===== config.mk =====
export PLATFORM = sky130hd
export DESIGN_NAME = gregorian_date_difference
export DESIGN_NICKNAME = d
export VERILOG_FILES = /design/src/hw/rtl/gdd_pkg.sv /design/src/hw/rtl/gdd_serial.sv /design/src/hw/rtl/gregorian_date_difference.sv
export SDC_FILE = /design/constraint.sdc
export NUM_CORES = 2
export LEC_CHECK = 0
export BUFFER_PORTS_ARGS = -buffer_cell sky130_fd_sc_hd__buf_4
export CELL_PAD_IN_SITES_DETAIL_PLACEMENT = 0
export CELL_PAD_IN_SITES_GLOBAL_PLACEMENT = 1
export CORE_MARGIN = 1
export CORE_UTILIZATION = 26
export CTS_CLUSTER_DIAMETER = 100
export DETAILED_ROUTE_END_ITERATION = 8
export PLACE_DENSITY = 0.48
export RECOVER_POWER = 50
export SYNTH_ARGS = -nofsm -noshare
export SYNTH_HDL_FRONTEND = slang
export SYNTH_HIERARCHICAL = 1
export SYNTH_SLANG_ARGS = --single-unit

===== constraint.sdc =====
create_clock -name clk -period 9.6 [get_ports clk]
set_input_delay 0.48 -clock clk [delete_from_list [all_inputs] [get_ports clk]]
set_output_delay 0.48 -clock clk [all_outputs]
set_load 0.05 [all_outputs]

===== src/hw/rtl/gdd_pkg.sv =====
`timescale 1ns / 1ps
// ----------------------------------------------------------------------------
// Gregorian date difference package
// Shared widths, status codes, the per-date result type and the month tables.
// ----------------------------------------------------------------------------
package gdd_pkg;

  // Field widths.
  localparam int DayW   = 5;
  localparam int MonthW = 4;
  localparam int YearW  = 14;
  localparam int StatW  = 2;
  localparam int GapW   = 22;

  // A serial day count for any 14-bit year fits in 23 bits.
  localparam int SerW = 23;

  // Division by 100 as a multiply by a rounded-up reciprocal and a shift.
  // The result is exact for every 14-bit dividend.
  localparam int RecipW    = 13;
  localparam int RecipSh   = 19;
  localparam int ProdW     = YearW + RecipW;
  localparam int QuotW     = ProdW - RecipSh;
  localparam logic [RecipW-1:0] Recip100 = 13'd5243;

  localparam logic [8:0] DaysPerYear = 9'd365;
  localparam logic [6:0] Hundred     = 7'd100;

  localparam logic [GapW-1:0] GapMax = {GapW{1'b1}};

  // Status codes.
  localparam logic [StatW-1:0] STAT_OK         = 2'd0;
  localparam logic [StatW-1:0] STAT_BAD_FIRST  = 2'd1;
  localparam logic [StatW-1:0] STAT_BAD_SECOND = 2'd2;

  // Result of one date's conversion.
  typedef struct packed {
    logic            ok;
    logic [SerW-1:0] serial;
  } date_info_t;

  // Days in the months before month m of a common year.
  function automatic logic [8:0] month_cum(input logic [MonthW-1:0] m);
    logic [8:0] c;
    case (m)
      4'd1:    c = 9'd0;
      4'd2:    c = 9'd31;
      4'd3:    c = 9'd59;
      4'd4:    c = 9'd90;
      4'd5:    c = 9'd120;
      4'd6:    c = 9'd151;
      4'd7:    c = 9'd181;
      4'd8:    c = 9'd212;
      4'd9:    c = 9'd243;
      4'd10:   c = 9'd273;
      4'd11:   c = 9'd304;
      4'd12:   c = 9'd334;
      default: c = 9'd0;
    endcase
    return c;
  endfunction

  // Length of month m in a common year; zero for a month that does not exist.
  function automatic logic [DayW-1:0] month_len(input logic [MonthW-1:0] m);
    logic [DayW-1:0] l;
    case (m)
      4'd2:                                 l = 5'd28;
      4'd4, 4'd6, 4'd9, 4'd11:              l = 5'd30;
      4'd1, 4'd3, 4'd5, 4'd7, 4'd8, 4'd10,
      4'd12:                                l = 5'd31;
      default:                              l = 5'd0;
    endcase
    return l;
  endfunction

endpackage


===== src/hw/rtl/gdd_serial.sv =====
`timescale 1ns / 1ps
// ----------------------------------------------------------------------------
// Date checker and serial day counter
// Three register stages: products, year terms and leap flag, then the day
// check and the final serial day count.
// ----------------------------------------------------------------------------
module gdd_serial import gdd_pkg::*; #(
  parameter int MAX_YEAR = 9999
) (
  input  logic              clk,
  input  logic [DayW-1:0]   in_day,
  input  logic [MonthW-1:0] in_month,
  input  logic [YearW-1:0]  in_year,
  output date_info_t        out_info
);

  localparam logic [16:0] MaxYearW = 17'(MAX_YEAR);

  // Stage 1 registers.
  logic [DayW-1:0]  s1_day_r;
  logic [YearW-1:0] s1_year_r;
  logic [YearW-1:0] s1_prev_r;
  logic             s1_is_feb_r;
  logic             s1_past_feb_r;
  logic             s1_ok_r;
  logic [8:0]       s1_cum_r;
  logic [DayW-1:0]  s1_len_r;
  logic [ProdW-1:0] s1_yprod_r;
  logic [ProdW-1:0] s1_pprod_r;
  logic [SerW-1:0]  s1_p365_r;

  logic [YearW-1:0] prev_nxt;
  logic             month_ok_nxt;
  logic             year_ok_nxt;

  // Stage 1: decode the month, check the year range, start the divisions.
  always_comb begin
    prev_nxt     = in_year - YearW'(1);
    month_ok_nxt = in_month inside {[4'd1:4'd12]};
    year_ok_nxt  = (in_year != '0) && ({3'b000, in_year} <= MaxYearW);
  end

  always_ff @(posedge clk) begin
    s1_day_r      <= in_day;
    s1_year_r     <= in_year;
    s1_prev_r     <= prev_nxt;
    s1_is_feb_r   <= (in_month == 4'd2);
    s1_past_feb_r <= (in_month > 4'd2);
    s1_ok_r       <= month_ok_nxt && year_ok_nxt;
    s1_cum_r      <= month_cum(in_month);
    s1_len_r      <= month_len(in_month);
    s1_yprod_r    <= ProdW'(in_year) * ProdW'(Recip100);
    s1_pprod_r    <= ProdW'(prev_nxt) * ProdW'(Recip100);
    s1_p365_r     <= SerW'(prev_nxt) * SerW'(DaysPerYear);
  end

  // Stage 2 registers.
  logic [DayW-1:0] s2_day_r;
  logic            s2_is_feb_r;
  logic            s2_past_feb_r;
  logic            s2_ok_r;
  logic [8:0]      s2_cum_r;
  logic [DayW-1:0] s2_len_r;
  logic            s2_leap_r;
  logic [SerW-1:0] s2_base_r;

  logic [QuotW-1:0] yq_nxt;
  logic [QuotW-1:0] pq_nxt;
  logic [YearW-1:0] yrem_nxt;
  logic             leap_nxt;
  logic [SerW-1:0]  base_nxt;

  // Stage 2: leap rule from the year's quotient and remainder by 100, and
  // the day count of all whole years before this one.
  always_comb begin
    yq_nxt   = s1_yprod_r[ProdW-1:RecipSh];
    pq_nxt   = s1_pprod_r[ProdW-1:RecipSh];
    yrem_nxt = s1_year_r - (YearW'(yq_nxt) * YearW'(Hundred));
    leap_nxt = ((s1_year_r[1:0] == 2'b00) && (yrem_nxt != '0)) ||
               ((yrem_nxt == '0) && (yq_nxt[1:0] == 2'b00));
    base_nxt = s1_p365_r + SerW'(s1_prev_r >> 2) - SerW'(pq_nxt) + SerW'(pq_nxt >> 2);
  end

  always_ff @(posedge clk) begin
    s2_day_r      <= s1_day_r;
    s2_is_feb_r   <= s1_is_feb_r;
    s2_past_feb_r <= s1_past_feb_r;
    s2_ok_r       <= s1_ok_r;
    s2_cum_r      <= s1_cum_r;
    s2_len_r      <= s1_len_r;
    s2_leap_r     <= leap_nxt;
    s2_base_r     <= base_nxt;
  end

  // Stage 3 registers.
  date_info_t       s3_info_r;
  date_info_t       info_nxt;
  logic [DayW-1:0]  len_nxt;

  // Stage 3: check the day against the month length and finish the count.
  always_comb begin
    len_nxt         = s2_len_r + DayW'(s2_is_feb_r && s2_leap_r);
    info_nxt.ok     = s2_ok_r && (s2_day_r != '0) && (s2_day_r <= len_nxt);
    info_nxt.serial = s2_base_r + SerW'(s2_cum_r) + SerW'(s2_past_feb_r && s2_leap_r)
                      + SerW'(s2_day_r);
  end

  always_ff @(posedge clk) begin
    s3_info_r <= info_nxt;
  end

  assign out_info = s3_info_r;

endmodule


===== src/hw/rtl/gregorian_date_difference.sv =====
`timescale 1ns / 1ps
// ----------------------------------------------------------------------------
// Gregorian date difference
// Absolute number of days between two proleptic Gregorian dates.
// ----------------------------------------------------------------------------
// Usage:
//   A transaction is presented on the in_ ports with start high; it is taken
//   at every clock edge where start is high and busy is low. busy stays low,
//   so a new date pair may be issued in every cycle.
//   out_valid rises together with the result on out_status and out_day_gap.
//   Throughput is one transaction per cycle; each transaction passes through
//   the three stages of the date converter plus the output stage that forms
//   the absolute difference.
//   The first date is checked before the second; out_status names the first
//   invalid date and out_day_gap is then zero.
//   Reset (synchronous, active low) clears all valid bits, so no result is
//   reported for transactions in flight. The receiver cannot stall; every
//   result is taken in the cycle it is shown.
// ----------------------------------------------------------------------------
module gregorian_date_difference import gdd_pkg::*; #(
  parameter int MAX_YEAR = 9999
) (
  input  logic              clk,
  input  logic              rst_n,
  input  logic              start,
  output logic              busy,
  input  logic [DayW-1:0]   in_first_day,
  input  logic [MonthW-1:0] in_first_month,
  input  logic [YearW-1:0]  in_first_year,
  input  logic [DayW-1:0]   in_second_day,
  input  logic [MonthW-1:0] in_second_month,
  input  logic [YearW-1:0]  in_second_year,
  output logic              out_valid,
  output logic [StatW-1:0]  out_status,
  output logic [GapW-1:0]   out_day_gap
);

  date_info_t first_info;
  date_info_t second_info;

  // The pipeline never stalls.
  assign busy = 1'b0;

  // Both dates are converted in parallel.
  gdd_serial #(.MAX_YEAR(MAX_YEAR)) u_first (
    .clk      (clk),
    .in_day   (in_first_day),
    .in_month (in_first_month),
    .in_year  (in_first_year),
    .out_info (first_info)
  );

  gdd_serial #(.MAX_YEAR(MAX_YEAR)) u_second (
    .clk      (clk),
    .in_day   (in_second_day),
    .in_month (in_second_month),
    .in_year  (in_second_year),
    .out_info (second_info)
  );

  // Valid bits that travel with each transaction.
  logic [2:0] vld_r;
  logic [2:0] vld_nxt;
  logic       out_valid_r;

  assign vld_nxt = {vld_r[1:0], start && !busy};

  always_ff @(posedge clk) begin
    if (!rst_n) begin
      vld_r       <= '0;
      out_valid_r <= 1'b0;
    end else begin
      vld_r       <= vld_nxt;
      out_valid_r <= vld_r[2];
    end
  end

  // Output stage: status, absolute difference and saturation.
  logic [StatW-1:0] out_status_r;
  logic [GapW-1:0]  out_day_gap_r;
  logic [StatW-1:0] status_nxt;
  logic [GapW-1:0]  gap_nxt;
  logic [SerW-1:0]  diff_nxt;

  always_comb begin
    if (first_info.serial > second_info.serial) begin
      diff_nxt = first_info.serial - second_info.serial;
    end else begin
      diff_nxt = second_info.serial - first_info.serial;
    end
    if (!first_info.ok) begin
      status_nxt = STAT_BAD_FIRST;
      gap_nxt    = '0;
    end else if (!second_info.ok) begin
      status_nxt = STAT_BAD_SECOND;
      gap_nxt    = '0;
    end else begin
      status_nxt = STAT_OK;
      gap_nxt    = (diff_nxt > SerW'(GapMax)) ? GapMax : diff_nxt[GapW-1:0];
    end
  end

  always_ff @(posedge clk) begin
    out_status_r  <= status_nxt;
    out_day_gap_r <= gap_nxt;
  end

  assign out_valid   = out_valid_r;
  assign out_status  = out_status_r;
  assign out_day_gap = out_day_gap_r;

endmodule


Word-level counts from Yosys, hierarchy flattened
Memory sizes are Yosys's and may differ from the RTL's. A register that Yosys moved wholly into a read port is not among the register bits.
Index checks and enable logic that the tools add are counted.
- input bits: 49
- register bits: 394
- output and inout port bits: 26
- memories kept: 4
- ROM bits: 448
- logic and storage cells: 124
- muxes and demuxes: 3
- reductions and logical operators: 33
- multiply operators: 8
- $add $sub $neg: 20
- eq/ne operators: 2
- order comparisons: 12
- memory list (memory ; words ; width ; read ports ; clocked after memory_dff ; wr ports ; RTL line ; text):
    (name not given) ; 16 ; 9 ; 1 ; 1 ; 0 ; gdd_pkg.sv:45 ; case (m)
    (name not given) ; 16 ; 9 ; 1 ; 1 ; 0 ; gdd_pkg.sv:45 ;
    (name not given) ; 16 ; 5 ; 1 ; 1 ; 0 ; gdd_pkg.sv:66 ; case (m)
    (name not given) ; 16 ; 5 ; 1 ; 1 ; 0 ; gdd_pkg.sv:66 ;
- operators by type and width (operator ; count):
    $mul 14x13->27 const B ; 4
    $reduce_bool 14->1 ; 4
    $add 23x1->23 ; 2
    $add 23x12->23 ; 2
    $add 23x5->23 ; 2
    $add 23x6->23 ; 2
    $add 23x9->23 ; 2
    $mul 14x9->23 const B ; 2
    $sub 23x23->23 ; 2
    $sub 23x8->23 ; 2
    $le 14x14->1 const B ; 2
    $logic_not 14->1 ; 2
    $sub 14x1->14 const B ; 2
    $sub 14x14->14 ; 2
    $mul 8x5->12 const B ; 2
    $gt 23x22->1 const B ; 1
    $gt 23x23->1 ; 1
    $mux 23 ; 1
    $mux 22 ; 1
    $logic_and 1x1->1 ; 18
    $add 5x1->5 ; 2
    $le 5x5->1 ; 2
    $reduce_bool 5->1 ; 2
    $eq 4x2->1 const B ; 2
    7 further kinds ; 14

Depth between registers and ports, before layout
- depth after elaboration: 5
- mapped depth: 27
- depth with buffers taken out: 27

Hierarchy
Netlist, hierarchy kept.
- by module, submodules not included (module ; times used ; cells each ; area each (sq um)):
    gdd_serial at u_second ; 1 ; 1702 ; 16570.9
    gdd_serial at u_first ; 1 ; 1684 ; 16433.3
    gregorian_date_difference ; 1 ; 426 ; 3395.8

Worst setup path before layout
No wires, ideal clock.
- kind: input port to flip-flop
- start: input in_first_year[2]
- end: register u_first.s1_pprod_r[23]
- setup time: 0.072 ns
- buffers on the path: 0
- stages on the path: 26
- setup slack: 3.087 ns
- data required time: 9.528 ns
- arrival time: 6.441 ns
- path through: inv_1 > ha_1 > inv_1 > o21ai_0 > a31oi_1 > and2_1 > xnor2_1 > inv_1 > ha_1 > inv_1 > fa_1 > inv_1 > fa_1 > fa_1 > inv_1 > fa_1 > inv_1 > ha_1 > a21o_1 > a21o_1 > a21oi_1 > o21ai_0 > o311ai_1 > nand2_1 > a21oi_1 > xnor2_1
- longest elaborated chain between the ends: 2
- RTL lines (what ; RTL line ; text):
    from (decl) ; gregorian_date_difference.sv:29 ; input logic [YearW-1:0] in_first_year,
    $sub 14x1->14 ; gdd_serial.sv:38 ; prev_nxt = in_year - YearW'(1);
    net u_first.prev_nxt[10] ; gdd_serial.sv:32 ; logic [YearW-1:0] prev_nxt;
    $mul 14x13->27 ; gdd_serial.sv:53 ; s1_pprod_r <= ProdW'(prev_nxt) * ProdW'(Recip100);
    to (signal assigned) ; gdd_serial.sv:53 ;
    to (decl) ; gdd_serial.sv:29 ; logic [ProdW-1:0] s1_pprod_r;
The timed path passes the listed nets, and every way through them passes these cells.
A chain may end at the register's enable or synchronous reset.

Worst setup path after layout
- start: input in_first_year[0]
- end: register u_first.s1_pprod_r[26]
The elaborated chain is that of the path after synthesis.

==> flow_summary.json <==
{
  "status": "finished clean",
  "period_share_pct": 80.86,
  "avgSynthCellArea_um2": 9.549,
  "synth_top_area_share_pct": 26.36,
  "hold_class": "primary input to flip-flop",
  "antenna_found_initial": 2,
  "root_buffer": "clkbuf_16",
  "synth.area.top_cells": "ha_1 (26%), fa_1 (21%), dfxtp_1 (18%)",
  "synth.most_common_cell": "inv_1",
  "fin_skew_ns": 0.05978,
  "yosys.area.top_type": "ha_1",
  "worst_pin_slew_ns": 1.093,
  "grt_pass1_vias": 26210,
  "synth_top_cells_by_count": "inv_1 (928), ha_1 (767), fa_1 (378), dfxtp_1 (334), a21oi_1 (173)",
  "path_class": "primary input to flip-flop",
  "synth_nets": 5006,
  "drtAntennaViolNets": 0,
  "grt_usage_pct": 13.14,
  "dieArea_um2": 141500,
  "die_height_um": 376.2,
  "cts_tree": "built",
  "drive_gt1_share_pct": 4.420,
  "max_stage_delay_ns": 0.82,
  "ys.flop_type": "dfxtp_1",
  "routabilityCongestion": 0.8516,
  "die_w_um": 376.2,
  "drt_iter0_drc": 1015,
  "seq_area_frac_synth_pct": 18.37,
  "worst_ep_required_time_ns": 10.08,
  "num_rows": 136,
  "cap_violations": 0,
  "clkTransAtPathRegs_ns": 0.05,
  "ys_async_sr_fraction_pct": 0,
  "crit_fanout": 9,
  "h-tree-depth": 2,
  "ctsHoldBuffers": 24,
  "cts_setup_buffers": 0,
  "routed_wirelength_um": 90540,
  "drc_errors": 0,
  "reg2reg_slack_ns": 5.55,
  "overflow": 0,
  "hold_violations": 0,
  "place_hpwl_um": 77910,
  "cp_data_arrival_time_ns": 8.24,
  "fmax_mhz": 128.8,
  "viasPerCell": 4.200,
  "avgRoutedWirePerCell_um": 15.49,
  "rsz0062_at_grt": "no",
  "r2r-end": "u_second/s2_leap_r",
  "min_path_cells": 2,
  "portBuffers": 73,
  "clk_latency_ns": 0.65,
  "worst_path_most_repeated_cell": "inv_1",
  "nets": 5134,
  "fin_crit_ns": 7.763,
  "io_pins": 75,
  "syn-cell-area_um2": 36400,
  "grt_max_degree": 34,
  "initial_utilization_pct": 26.34,
  "cts_buffers": 50,
  "cp_num_buf_inv": 8,
  "relSlewSlack_pct": 26.58,
  "grt_pass1_wl_um": 145900,
  "synth_cells": 3812,
  "cts_resized": 0,
  "end_kind": "flip-flop",
  "crit_path_start_kind": "primary input",
  "r2r-start": "u_second/s1_yprod_r[21]",
  "coreArea_um2": 138200,
  "ys_ff_latch": 334,
  "dr.pass1.iters": 5,
  "cts.sinks": 334,
  "synth_cell_types": 100,
  "clockBufferDepth": 3,
  "area_growth_pct": 12.91,
  "path_delay_family": "adder cells",
  "r2r_cells": 17,
  "finalMaxSlewViolations": 0,
  "finalSetupTns_ns": 0,
  "setup_violations": 0,
  "synth_edf_count": 0,
  "hold_path_end": "out_valid",
  "via_count": 24550,
  "min_from": "rst_n",
  "yosysWarningCount": 6,
  "slowest_stage": "xnor2_1"
}
-- per-layer routing --
metal | part of all wire, % | wire length [um] | GRT usage, %
met5 | 0 | 0 | 0
met4 | 1.8 | 1618 | 2.892
met3 | 3.1 | 2844 | 1.748
met2 | 43 | 39120 | 20.62
met1 | 52 | 46950 | 19.00
-- worst register-to-register path, delay by kind of cell, from the launching register on --
family,cells,cell delay (ns)
fa+ha+maj,5,1.56
compound gates,4,0.94
xor+xnor,2,0.55
simple gates,3,0.36
flops,1,0.33
mux,1,0.10
buf+inv,2,0.09
-- area by class of cell --
type / count / area [um^2]
well taps: 1863 / 2331
diodes: 1 / 2.502
multi-input cells: 2513 / 26020
repair buffers: 113 / 653.1
fillers: 14800 / 97070
clock buffers: 62 / 1386
clock inverters: 32 / 535.5
flip-flops and latches: 334 / 6686
inverters: 928 / 3483
-- cells in the final DEF, fill, tap and decap left out, types with 71 or more instances in the layout --
cell / instances
inv_1: 928
ha_1: 767
fa_1: 378
dfxtp_1: 334
a21oi_1: 173
xnor2_1: 157
nor2_1: 134
o21ai_0: 119
nand2_1: 114
a21o_1: 72
clkbuf_1: 71
-- cell families (layout without fill, tap and decap cells) --
family / Yosys count / in the layout / share of synthesized area (%)
AOI/OAI and AO/OA: 605 / 605 / 11.19
xor gates and xnor gates: 208 / 208 / 5.132
adders and majority gates: 1145 / 1145 / 47.15
buffers and inverters: 965 / 1135 / 10.15
DFF: 334 / 334 / 18.37
muxes: 19 / 19 / 0.5671
other: 1 / 2 / 0.01030
and+or+nand+nor: 535 / 535 / 7.428
-- flip-flops by register name, summed over array words and instances, names as in the netlist, 12 cells and up --
register,count
u_second/s1_p365_r,23
u_second/out_info,24
u_second/s2_base_r,23
u_first/s1_p365_r,23
u_first/out_info,24
out_day_gap,22
u_first/s1_year_r,13
u_second/s1_year_r,13
u_first/s2_base_r,23
u_first/s1_prev_r,12
u_second/s1_prev_r,12
-- through the flow --
| stage | instance area [um^2] | std cells | hold WS (ns) | util, % | worst slack, ns |
|---|---|---|---|---|---|
| finish | 41100 | 5846 | 0.08729 | 29.74 | 1.837 |
| floorplan | 36400 | 3812 | 0.3096 | - | 3.087 |
| CTS | 41350 | 5845 | 0.003416 | 29.93 | 2.046 |
| detailed placement | 39190 | 5727 | 0.3121 | 28.36 | 1.971 |
| global route | 41100 | 5845 | 0.04323 | 29.74 | 1.144 |
| global placement | 39190 | 5727 | 0.3099 | 28.36 | 2.074 |
-- worst max-delay path by stage --
stage,startpoint,endpoint,slack (ns),cells past startpoint
after floorplan,in_first_year[2],u_first/s1_pprod_r[23],3.09,26
after global placement,in_first_year[0],u_first/s1_pprod_r[24],2.07,26
after detailed placement,in_first_year[0],u_first/s1_pprod_r[26],1.97,26
after CTS,in_first_year[0],u_first/s1_pprod_r[26],2.05,27
after global routing,in_first_year[0],u_first/s1_pprod_r[26],1.14,27
final,in_first_year[0],u_first/s1_pprod_r[26],1.84,27
Power is not shown: default switching activity piles up to over one toggle a cycle in this logic, so the estimate is an artifact.
